**src/rtl/kssr_pkg.sv**
```systemverilog
// kssr_pkg: shared types and constants of the key set swap-remove unit
// used by kssr_front, kssr_back, kssr_resq and key_set_swap_remove_unit
// no dependencies
`default_nettype none

package kssr_pkg;

  localparam int unsigned CAPACITY_DEF = 1024;
  localparam int unsigned KEY_W        = 32;

  typedef enum logic {
    OP_APPEND = 1'b0,
    OP_REMOVE = 1'b1
  } op_e;

  typedef enum logic [1:0] {
    STAT_DONE = 2'd0,
    STAT_MISS = 2'd1,
    STAT_FULL = 2'd2
  } status_e;

  // classified command handed from front to back
  typedef struct packed {
    op_e                     op;
    logic signed [KEY_W-1:0] key;
  } cmd_t;

  // handshake between back and result queue
  typedef struct packed {
    logic full;
  } resq_ctl_t;

endpackage

`default_nettype wire

```
**src/rtl/kssr_front.sv**
```systemverilog
// kssr_front: accepts input words, classifies the operation, and holds
// them in a two-entry command queue for the back end
// depends on kssr_pkg
`default_nettype none

module kssr_front (
  input  wire logic                             clk_i,
  input  wire logic                             rst_ni,
  input  wire logic                             push,
  output logic                                  full,
  input  wire logic                             operation_i,
  input  wire logic signed [kssr_pkg::KEY_W-1:0] key_i,
  output logic                                  cmd_valid_o,
  output kssr_pkg::cmd_t                        cmd_o,
  input  wire logic                             cmd_pop_i
);
  import kssr_pkg::*;

  cmd_t        slot_q [2];
  logic        wr_ptr_q, wr_ptr_d;
  logic        rd_ptr_q, rd_ptr_d;
  logic [1:0]  fill_q, fill_d;
  logic        do_push, do_pop;
  cmd_t        cmd_in;

  assign full        = (fill_q == 2'd2);
  assign cmd_valid_o = (fill_q != 2'd0);
  assign cmd_o       = slot_q[rd_ptr_q];

  assign do_push = push && !full;
  assign do_pop  = cmd_pop_i && cmd_valid_o;

  always_comb begin
    cmd_in.op  = operation_i ? OP_REMOVE : OP_APPEND;
    cmd_in.key = key_i;
  end

  always_comb begin
    wr_ptr_d = do_push ? !wr_ptr_q : wr_ptr_q;
    rd_ptr_d = do_pop  ? !rd_ptr_q : rd_ptr_q;
    fill_d   = fill_q;
    if (do_push && !do_pop) begin
      fill_d = fill_q + 2'd1;
    end else if (!do_push && do_pop) begin
      fill_d = fill_q - 2'd1;
    end
  end

  always_ff @(posedge clk_i or negedge rst_ni) begin
    if (!rst_ni) begin
      wr_ptr_q <= 1'b0;
      rd_ptr_q <= 1'b0;
      fill_q   <= 2'd0;
    end else begin
      wr_ptr_q <= wr_ptr_d;
      rd_ptr_q <= rd_ptr_d;
      fill_q   <= fill_d;
    end
  end

  always_ff @(posedge clk_i) begin
    if (do_push) begin
      slot_q[wr_ptr_q] <= cmd_in;
    end
  end

endmodule

`default_nettype wire

```
**config.mk**
```make
export PLATFORM = sky130hd
export DESIGN_NAME = kssr_front
export DESIGN_NICKNAME = d
export VERILOG_FILES = /design/src/rtl/kssr_pkg.sv /design/src/rtl/kssr_front.sv
export SDC_FILE = /design/constraint.sdc
export NUM_CORES = 1
export LEC_CHECK = 0
export BUFFER_PORTS_ARGS = -buffer_cell sky130_fd_sc_hd__buf_2
export CORE_MARGIN = 1
export CORE_UTILIZATION = 40
export DETAILED_ROUTE_END_ITERATION = 7
export GPL_TIMING_DRIVEN = 0
export PLACE_DENSITY = 0.72
export SLEW_MARGIN = 30
export SYNTH_ARGS = -nofsm -noshare
export SYNTH_HDL_FRONTEND = slang
export SYNTH_SLANG_ARGS = --single-unit
```
**constraint.sdc**
```tcl
create_clock -name clk_i -period 2.9 [get_ports clk_i]
set_input_delay 0 -clock clk_i [delete_from_list [all_inputs] [get_ports clk_i]]
set_output_delay 0 -clock clk_i [all_outputs]
set_load 0.1 [all_outputs]
```
==> results.md <==
- result of the run: finished, violations left
- violated checks: DRC
- maximum clock frequency: 0.573 GHz
- layout cells sized above 1: 50.6%
- vias per cell: 4.65
- Mean Syn Cell Area: 22.4 sq um
- R2R setup slack: 1.15 ns
- top post-synthesis cells by count: sky130_fd_sc_hd__edfxtp_1 (66), sky130_fd_sc_hd__mux2_4 (29), sky130_fd_sc_hd__dfrtp_1 (4), sky130_fd_sc_hd__mux2_2 (4)
- clock latency reported for the late side of the worst-skew pair: 0.33 ns
- Hold/Removal Path Class: in2reg
- first-pass GRT wire length: 7690 um
- fraction of met1 tracks used by global routing: 17.1%
- met2 track demand over resource in global routing: 24.8%
- non-filler instance count after layout: 324
- EDFF count, synth: 66
- Synthesis Warnings: 0
- Wirelength per Cell: 14.9 um
- number of antenna violations at the first check in global routing: 0
- remaining antenna violation count: 0
- starting density of the core: 42.3%
- Worst Path Max Fanout: 17
- final number of hold-violating endpoints: 0
- Layout area overhead: 39.5%
- gpl congestion: 0.634
- number of detailed-route iterations in the first pass: 6
- Die Footprint: 7170 sq um
- worst flop-to-flop path startpoint: fill_q[0]$_DFFE_PN0P_
- Post-Syn Instances: 122
- Die Span X: 84.7 um
- summed negative setup slack over all endpoints: 0 ns
- area of the core region: 6460 sq um
- row count: 29
- total length of routed wires: 4820 um
- Clock Sink Count: 70
- distinct cell type count after synthesis: 16
- sort of element at the end of the critical path: register
- crit path launch type: register
- Setup Crit Path Kind: reg2reg
- number of nets in the layout: 280
- crit path launch: fill_q[0]$_DFFE_PN0P_
- number of cell instances on the worst register-to-register path: 4
- I/O Buffers: 71
- placed instance area: 3250 sq um
- maximum number of pins on one net before global-route repair: 20
- Synth area leaders: sky130_fd_sc_hd__edfxtp_1 (72%), sky130_fd_sc_hd__mux2_4 (16%), sky130_fd_sc_hd__dfrtp_1 (3.7%), sky130_fd_sc_hd__buf_12 (2.2%), sky130_fd_sc_hd__mux2_2 (1.6%)
- DR DRC count: 7
- Layout Cell Area excl Fill: 3810 sq um
- chain of cells forming the critical path: nand2b_1 -> nand2_1 -> nor2_4 -> buf_16
- Vias: 1507
- GRT Resource Usage Total: 14.5%
- total of flip-flops plus latches after synthesis: 70
- setup violators final: 0
- Worst EP arrival: 1.79 ns
- RSZ-0062 raised after global routing: false
- Fillers: 508
- # diodes: 0
- standard cell with the maximum stage delay on the critical path: sky130_fd_sc_hd__nor2_4
- buffer cell driving the clock tree root: sky130_fd_sc_hd__clkbuf_8
- met3 track demand over resource: 4.13%
- most used routing layer: met2
- GR Overflow Total: 0
- max-capacitance violation count: 0
- Worst Hold Margin: 0.0644 ns
- area share of the largest cell type after synthesis: 72.5%
- syn nets: 160
- Layout Skew: 0.00403 ns
- die height: 84.7 um
- I/O pins: 72
- time the worst path needs with I/O delays and setup: 1.75 ns
- vias in the first global route: 1641
- clock-pin slew of the registers on the worst-case setup and hold paths: 0.07 ns
- Worst-Margin Slew: 0.570 ns
- maximum root-to-sink buffer count: 2
- Placed Cells incl. Taps: 272
- fraction of the yosys area taken by sequential cells: 76.2%
- worst stage delay on the critical path: 0.48 ns
- violation count after the first detailed-route iteration: 66
- most common cell in the synthesized netlist: sky130_fd_sc_hd__edfxtp_1
- post-synthesis async set-or-reset flop share: 5.71%
- Slew Limit Headroom: 61.9%
- period utilisation layout: 60.2%
- number of max-slew violations in the final report: 0
- HPWL reported at the end of detailed placement: 2960 um
- H-tree depth: 3
- reg2reg end: slot_q[0][11]$_DFFE_PP_
- TritonCTS clock tree: yes
- # resized after CTS: 0
- endpoint of the most critical setup path: slot_q[0][11]$_DFFE_PP_
- cell taking the most area after synthesis: sky130_fd_sc_hd__edfxtp_1
- endpoint required time on the critical path: 2.94 ns
- cell area after technology mapping: 2730 sq um
- number of clock buffers inserted by TritonCTS: 9
- main flop type after synthesis: sky130_fd_sc_hd__edfxtp_1
-- registers in the layout (all words and copies together), names as in the netlist --
signal	cells
rd_ptr_q	1
wr_ptr_q	1
fill_q	2
slot_q	66
-- worst min path at each step --
stage	start	to	depth (start not counted)
floorplan	rst_ni	fill_q[0]$_DFFE_PN0P_	0
global placement	rst_ni	wr_ptr_q$_DFFE_PN0N_	1
detailed placement	rst_ni	wr_ptr_q$_DFFE_PN0N_	1
CTS	push	wr_ptr_q$_DFFE_PN0N_	3
global route	push	wr_ptr_q$_DFFE_PN0N_	3
finish	push	wr_ptr_q$_DFFE_PN0N_	3
-- stage by stage --
step	util (%)	setup slack, ns
2_1_floorplan	-	0.458
3_3_place_gp	49.3	-0.379
3_5_place_dp	50.3	1.15
4_1_cts	59.0	1.14
5_1_grt	59.0	1.02
6_report	59.0	1.15
-- critical path, delay by kind of cell, from the launching register on --
| family | cells | cell delay [ns] |
|---|---|---|
| buf+inv | 1 | 0.23 |
| simple gates | 3 | 0.80 |
| flops | 1 | 0.41 |
-- area by class of cell --
class	count	area, sq um	area share, %
buffer	4	71.3	1.87
clock buffer	10	128	3.35
clock inverter	6	76.3	2.00
inverter	2	7.51	0.197
multi-input combinational	46	582	15.3
sequential	70	2080	54.6
tap	77	96.3	2.53
timing repair buffer	109	771	20.2
-- layout by cell type (no fill, tap or decap), drive strengths merged --
cell type / n
and3: 1
buf: 77
bufinv: 2
clkbuf: 10
clkinv: 4
dfrtp: 4
dlygate4sd3: 36
edfxtp: 66
ha: 1
inv: 2
mux2: 33
nand2: 2
nand2b: 1
nor2: 2
or2: 1
xnor2: 3
xor2: 2
-- layer usage --
layer  up-vias  wire (um)
li1        710          -
met1       731       2050
met2        59       2400
met3         7        271
met4         0         88
met5         -          0
-- cells by family (layout without fill, tap and decap cells) --
logic type,count (synthesis),after routing,synth area share (%)
adders and majority gates,1,1,0.458
DFF,70,70,76.2
and+or+nand+nor,7,7,1.33
muxes,33,33,17.6
xor gates and xnor gates,5,5,1.60
buffers and inverters,6,131,2.88
-- what timing repair did --
item / CTS / global route
hold endpoints to repair: 71 / 0
buffers inserted: 0 / 0
hold buffers: 36 / 0
Power is left out: the tool's default activity adds up to more than one toggle a clock period on the data nets, which glitch-free logic cannot reach.
