`src/rtl/kssr_pkg.sv`:
```
// kssr_pkg: shared types and constants of the key set swap-remove unit
// used by kssr_front, kssr_back, kssr_resq and key_set_swap_remove_unit
// no dependencies
`default_nettype none

package kssr_pkg;

  localparam int unsigned CAPACITY_DEF = 1024;
  localparam int unsigned KEY_W        = 32;

  typedef enum logic {
    OP_APPEND = 1'b0,
    OP_REMOVE = 1'b1
  } op_e;

  typedef enum logic [1:0] {
    STAT_DONE = 2'd0,
    STAT_MISS = 2'd1,
    STAT_FULL = 2'd2
  } status_e;

  // classified command handed from front to back
  typedef struct packed {
    op_e                     op;
    logic signed [KEY_W-1:0] key;
  } cmd_t;

  // handshake between back and result queue
  typedef struct packed {
    logic full;
  } resq_ctl_t;

endpackage

`default_nettype wire

```
`src/rtl/kssr_resq.sv`:
```
// kssr_resq: two-entry result queue between the back end and the result port
// depends on kssr_pkg
`default_nettype none

module kssr_resq #(
  parameter int unsigned CNT_W = 11
) (
  input  wire logic               clk_i,
  input  wire logic               rst_ni,
  output kssr_pkg::resq_ctl_t     ctl_o,
  input  wire logic               push_i,
  input  wire kssr_pkg::status_e  status_i,
  input  wire logic [CNT_W-1:0]   count_i,
  input  wire logic               sorted_i,
  output logic                    empty,
  input  wire logic               pop,
  output logic [1:0]              status_o,
  output logic [CNT_W-1:0]        count_o,
  output logic                    sorted_o
);
  import kssr_pkg::*;

  typedef struct packed {
    status_e          status;
    logic [CNT_W-1:0] count;
    logic             sorted;
  } res_t;

  res_t        slot_q [2];
  logic        wr_ptr_q, rd_ptr_q;
  logic [1:0]  fill_q, fill_d;
  logic        do_push, do_pop;
  res_t        res_in;
  res_t        res_out;

  assign res_in = '{status: status_i, count: count_i, sorted: sorted_i};

  assign ctl_o.full = (fill_q == 2'd2);
  assign empty      = (fill_q == 2'd0);
  assign do_push    = push_i && !ctl_o.full;
  assign do_pop     = pop && !empty;

  assign res_out  = slot_q[rd_ptr_q];
  assign status_o = res_out.status;
  assign count_o  = res_out.count;
  assign sorted_o = res_out.sorted;

  always_comb begin
    fill_d = fill_q;
    if (do_push && !do_pop) begin
      fill_d = fill_q + 2'd1;
    end else if (!do_push && do_pop) begin
      fill_d = fill_q - 2'd1;
    end
  end

  always_ff @(posedge clk_i or negedge rst_ni) begin
    if (!rst_ni) begin
      wr_ptr_q <= 1'b0;
      rd_ptr_q <= 1'b0;
      fill_q   <= 2'd0;
    end else begin
      if (do_push) wr_ptr_q <= !wr_ptr_q;
      if (do_pop)  rd_ptr_q <= !rd_ptr_q;
      fill_q <= fill_d;
    end
  end

  always_ff @(posedge clk_i) begin
    if (do_push) begin
      slot_q[wr_ptr_q] <= res_in;
    end
  end

endmodule

`default_nettype wire

```
`config.mk`:
```
export PLATFORM = sky130hd
export DESIGN_NAME = kssr_resq
export DESIGN_NICKNAME = d
export VERILOG_FILES = /design/src/rtl/kssr_pkg.sv /design/src/rtl/kssr_resq.sv
export SDC_FILE = /design/constraint.sdc
export NUM_CORES = 1
export LEC_CHECK = 0
export BUFFER_PORTS_ARGS = -buffer_cell sky130_fd_sc_hd__buf_2
export CORE_ASPECT_RATIO = 0.75
export CORE_MARGIN = 2
export CORE_UTILIZATION = 47
export DETAILED_ROUTE_END_ITERATION = 12
export PLACE_DENSITY = 0.73
export RECOVER_POWER = 100
export SYNTH_ARGS = -nofsm -noshare
export SYNTH_HDL_FRONTEND = slang
export SYNTH_SLANG_ARGS = --single-unit
```
`constraint.sdc`:
```
create_clock -name clk_i -period 2 [get_ports clk_i]
set_clock_uncertainty 0.05 [all_clocks]
set_input_delay 0.1 -clock clk_i [delete_from_list [all_inputs] [get_ports clk_i]]
set_output_delay 0.1 -clock clk_i [all_outputs]
set_load 0.03 [all_outputs]
```
==> impl_metrics.yaml, run 1 <==
layout:
  final_util_pct: 64.3
  nets: 138
  areaGrowthSynthToFinish_pct: 32.4
  fin_cells: 156
  diodes: 0
  mostFrequentLayoutCells: "edfxtp_1 (28), clkbuf_1 (18), dlygate4sd3_1 (15)"
  drive_gt1_share_pct: 33.3
  layout_commonest_cell: "edfxtp_1"
clock_tree:
  htree_levels: 2
  clock_path_buffers: 2
  clk_pin_slew_ns: 0.10
  cts-buffers-inserted: 5
  cts-root-buf: "clkbuf_4"
  clock-sinks: 32
  clk_latency_ns: 0.32
  cts_tree: "done"
logic_synthesis:
  seq_area_frac_synth_pct: 75.0
  yosys_warnings: 0
  syn-mean-instance-area_um2: 19.9
  synth.cell_area_um2: 1250
  ys_types: 15
  synth_seq_cells: 32
  syn-instance-count: 63
  synth_fp_nets: 82
worst_setup_path:
  crit_type: "flip-flop to output port"
  cp_cell_sequence: "buf_4, mux2_4, clkbuf_2"
  crit_family: "flip-flops"
  worstSetupEndpointType: "output port"
  crit_slowest_cell: "dfrtp_1"
  worst-path-max-fanout: 9
  start_kind: "flip-flop"
  max_stage_delay_ns: 0.60
  crit_buf_inv: 2
  required_ns: 1.85
  cp.arrival_ns: 1.70
floorplan:
  start_util_pct: 48.6
  die_width_um: 63.7
  die_area_um2: 3100
  rows: 16
  ios: 34
  floorplan.core_area_um2: 2580
  die_y_um: 48.8
global_routing:
  grt_overflow: 0
  grt_pass1_wl_um: 3130
  grt_max_degree: 15
  grtUsageTotal_pct: 14.2
  antenna_found_initial: 0
  grt_pass1_vias: 666
routing:
  routed_via_density: 4.37
  vias: 682
  drtIter0Drc: 11
  wl_um: 1920
  wl_per_cell_um: 12.3
  first_pass_iters: 4
  wl_met1_um: 881
  top_layer_used: "met4"
  drc: 0
  wl_met2_um: 898
  met3_length_um: 114
  ant_nets: 0
place:
  hpwl_um: 1260
  port_buffers: 33
  routabilityCongestion: 0.609
  dpl.cell_count: 133
sta:
  rsz0062_at_grt: "no"
  whs_ns: 0.0347
  fmaxAchievable_mhz: 540
  tns_ns: 0
  post-route-min-period_ns: 1.85
  tightest_slew_ns: 0.407
  slew_violations: 0
  slew_headroom_pct: 72.8
  hold_viol: 0
  period_share_pct: 92.7
  setup_viol: 0
power:
  power_density_nw_per_um2: 1470
  max-vdd-ir-drop_uv: 709
  cellLeakagePower_uw: 0.000660
worst_hold_path:
  hold_path.class: "primary input to flip-flop"
run:
  drv_cap: 0
outcome:
  status: "complete, no violations"
-- cell type report --
type,instances,area (um2)
Inverter,2,7.51
Tap cell,36,45.0
Fill cell,208,921
Multi-Input combinational cell,27,280
Sequential cell,32,941
Clock buffer,6,41.3
Timing Repair Buffer,51,312
Clock inverter,2,35.0
-- sequential cells by signal, summed over array words and instances (netlist names) --
signal,flops
wr_ptr_q,1
slot_q,28
fill_q,2
rd_ptr_q,1
-- worst register-to-register path: stages (launching register included) --
cell and delay [ns]:
dfrtp_1 0.44, nand2b_1 0.19, nand2_1 0.13, inv_1 0.06, ha_1 0.32, nor2_1 0.13
xor2_1 0.14
-- metrics by stage --
stage / power (uW) / worst slack (ns) / cell area [um2]
2_1_floorplan: 1810 / 0.305 / 1250
3_3_place_gp: 1990 / 0.510 / 1460
3_5_place_dp: 2010 / 0.467 / 1460
4_1_cts: 2510 / 0.115 / 1690
5_1_grt: 2580 / 0.0519 / 1660
6_report: 2440 / 0.146 / 1660
-- where the power goes --
part	internal, uW	switching, uW	total, uW	leakage (uW)
registers	925	100	1020	0.000307
clock network	262	210	472	0.0000422
logic	379	567	946	0.000311
total	1570	878	2440	0.000660
-- synth_stat cells (all sizes together) --
cell	number	share of area [%]
and3	1	0.50
buf	2	2.1
dfrtp	4	8.0
edfxtp	28	67
ha	1	1.0
inv	2	0.60
mux2	14	15
nand2	1	0.30
nand2b	1	0.50
nor2	3	0.90
o21ai	1	0.40
xnor2	3	2.1
xor2	2	1.4
-- kinds of logic (layout without fill, tap and decap cells) --
family	after synthesis	after routing	synth area share, %
DFF	32	32	75.0
muxes	14	14	15.3
and+or+nand+nor	6	6	2.19
xor gates and xnor gates	5	5	3.49
buffers and inverters	4	61	2.69
adders and majority gates	1	1	0.997
AOI/OAI and AO/OA	1	1	0.398
-- repair_timing --
action | CTS | global route
resized for setup | 0 | 0
endpoints found under the hold margin | 32 | 0
setup buffers | 0 | 0
hold buffers | 15 | 0
-- worst paths after layout --
path	startpoint	to	slack (ns)	cells after the start
max in group asynchronous	rst_ni	wr_ptr_q	1.64	2
worst max register to register	fill_q[0]	fill_q[1]	0.49	6
worst min-delay path	push_i	wr_ptr_q	0.03	3
worst min register to register	wr_ptr_q	wr_ptr_q	0.46	1
min in group asynchronous	rst_ni	rd_ptr_q	0.06	2
worst max-delay path	rd_ptr_q	status_o[1]	0.15	3
-- routing by layer --
layer	up-vias	track usage, %
met1	312	17.5
met3	3	4.88
met5	-	0
li1	343	-
met4	0	7.61
met2	24	22.3
Power figures use the tool's default switching activity.
==> run 2: changes to the inputs <==
--- a/config.mk
+++ b/config.mk
@@ -8,9 +8,10 @@
 export BUFFER_PORTS_ARGS = -buffer_cell sky130_fd_sc_hd__buf_2
 export CORE_ASPECT_RATIO = 0.75
 export CORE_MARGIN = 2
-export CORE_UTILIZATION = 47
+export CORE_UTILIZATION = 50
+export CTS_CLUSTER_SIZE = 24
 export DETAILED_ROUTE_END_ITERATION = 12
-export PLACE_DENSITY = 0.73
+export PLACE_DENSITY = 0.77
 export RECOVER_POWER = 100
 export SYNTH_ARGS = -nofsm -noshare
 export SYNTH_HDL_FRONTEND = slang
==> run 2 against run 1 <==
Effect of this change:
- sequential power is essentially flat
- clock power grew 1%
- maximum frequency grew 5.2%
- total power is essentially flat
- final cell count shrank 1.3%
- sequential cell count is the same
- wire length grew 4.1%
- core utilization grew 6.0 points
- hold slack gained 0.0097 ns
- die area shrank 5.6%
- sequential share of layout area grew 0.39 points
- register-to-register slack lost 0.25 ns
- largest cell class unchanged
- highest routed layer unchanged
==> impl_metrics.yaml, run 2 (synthesis results as in run 1) <==
sta:
  rsz0062_at_grt: "no"
  setup_viol: 0
  timing.final.ws_setup_ns: 0.237
  fmaxAchievable_mhz: 567
  slew_violations: 0
  period_share_pct: 88.1
  tightest_slew_ns: 0.768
  tns_ns: 0
  hold_viol: 0
  post-route-min-period_ns: 1.76
  whs_ns: 0.0444
  slew_headroom_pct: 48.8
place:
  port_buffers: 33
  routabilityCongestion: 0.646
  pre_cts_ws_ns: 0.403
  hpwl_um: 1280
  dpl.cell_count: 131
worst_setup_path:
  crit_family: "buffers and inverters"
  worst-path-max-fanout: 14
  required_ns: 1.91
  cp_cell_sequence: "nand2b_1, and3_1, clkbuf_1"
  cp-startpoint: "fill_q[0]"
  r2r_start: "fill_q[0]"
  crit_type: "flip-flop to flip-flop"
  crit_buf_inv: 1
  worstSetupEndpointType: "flip-flop"
  cp.arrival_ns: 1.68
  crit_slowest_cell: "clkbuf_1"
  start_kind: "flip-flop"
  max_stage_delay_ns: 0.58
run:
  drv_cap: 0
global_routing:
  grt_overflow: 0
  antenna_found_initial: 0
  grt_max_degree: 15
  grtUsageTotal_pct: 15.5
  grt_pass1_wl_um: 2860
  grt_pass1_vias: 674
layout:
  nets: 138
  layout_commonest_cell: "edfxtp_1"
  largest_reg_flops: 28
  largestRegisters: "slot_q x28, fill_q x2"
  top_register: "slot_q"
  seq_area_um2: 941
  fill_cells: 178
  drive_gt1_share_pct: 25.8
  fin_cells: 154
  diodes: 0
  mostFrequentLayoutCells: "edfxtp_1 (28), clkbuf_1 (27), dlygate4sd3_1 (15)"
  areaGrowthSynthToFinish_pct: 31.5
  multiInputGateArea_um2: 280
floorplan:
  start_util_pct: 53.5
  die_width_um: 61.9
  ios: 34
  rows: 15
  floorplan.core_area_um2: 2350
  die_area_um2: 2930
  die_y_um: 47.4
routing:
  first_pass_iters: 3
  routed_via_density: 4.53
  wl_um: 2000
  wl_met2_um: 1020
  ant_nets: 0
  wl_per_cell_um: 13.0
  vias: 698
  top_layer_used: "met4"
  drtIter0Drc: 10
  drc: 0
  met3_length_um: 110
  wl_met1_um: 836
clock_tree:
  cts-root-buf: "clkbuf_4"
  htree_levels: 2
  cts_tree: "done"
  clk_pin_slew_ns: 0.09
  cts-buffers-inserted: 5
  holdBufCountCts: 15
  clock-sinks: 32
  cts_resized: 0
  clk_latency_ns: 0.32
  post-cts-setup-buffers: 0
  clock_path_buffers: 2
power:
  max-vdd-ir-drop_uv: 993
  cellLeakagePower_uw: 0.000629
  power_density_nw_per_um2: 1480
worst_hold_path:
  min-delay-start: "push_i"
  hold_path.class: "primary input to flip-flop"
outcome:
  status: "complete, no violations"
-- run 2: final cells by class --
| type | count | share of cell area, % |
|---|---|---|
| well taps | 34 | 2.58 |
| repair buffers | 51 | 18.1 |
| flip-flops and latches | 32 | 57.0 |
| clock inverters | 3 | 2.58 |
| clock buffers | 5 | 2.27 |
| inverters | 2 | 0.455 |
| multi-input cells | 27 | 17.0 |
-- run 2: power by group --
| part | switching, uW | internal (uW) |
|---|---|---|
| registers | 73.3 | 926 |
| clock network | 218 | 260 |
| logic | 603 | 364 |
| total | 894 | 1550 |
-- run 2: worst paths after layout --
kind	endpoint	slack (ns)	depth (start not counted)
worst min-delay path	wr_ptr_q	0.04	3
worst max register to register	slot_q[1][0]	0.24	3
worst min register to register	rd_ptr_q	0.44	1
min in group asynchronous	rd_ptr_q	0.06	2
max in group asynchronous	fill_q[0]	1.64	2
worst max-delay path	slot_q[1][0]	0.24	3
-- run 2: worst min-delay path, stage by stage --
cell and delay [ns]:
buf_2 0.10, nand2_1 0.11, xnor2_1 0.07
-- run 2: per-layer routing --
layer	up-vias	global-route usage [%]
met1	325	15.6
met5	-	0
li1	345	-
met2	23	26.1
met3	5	8.26
met4	0	8.94
-- run 2: per-stage QoR --
step | utilization, % | cell area, um2 | power [uW]
floorplan | - | 1250 | 1810
global placement | 62.2 | 1460 | 1990
detailed placement | 62.2 | 1460 | 2020
CTS | 72.0 | 1690 | 2520
global route | 70.3 | 1650 | 2570
finish | 70.3 | 1650 | 2440
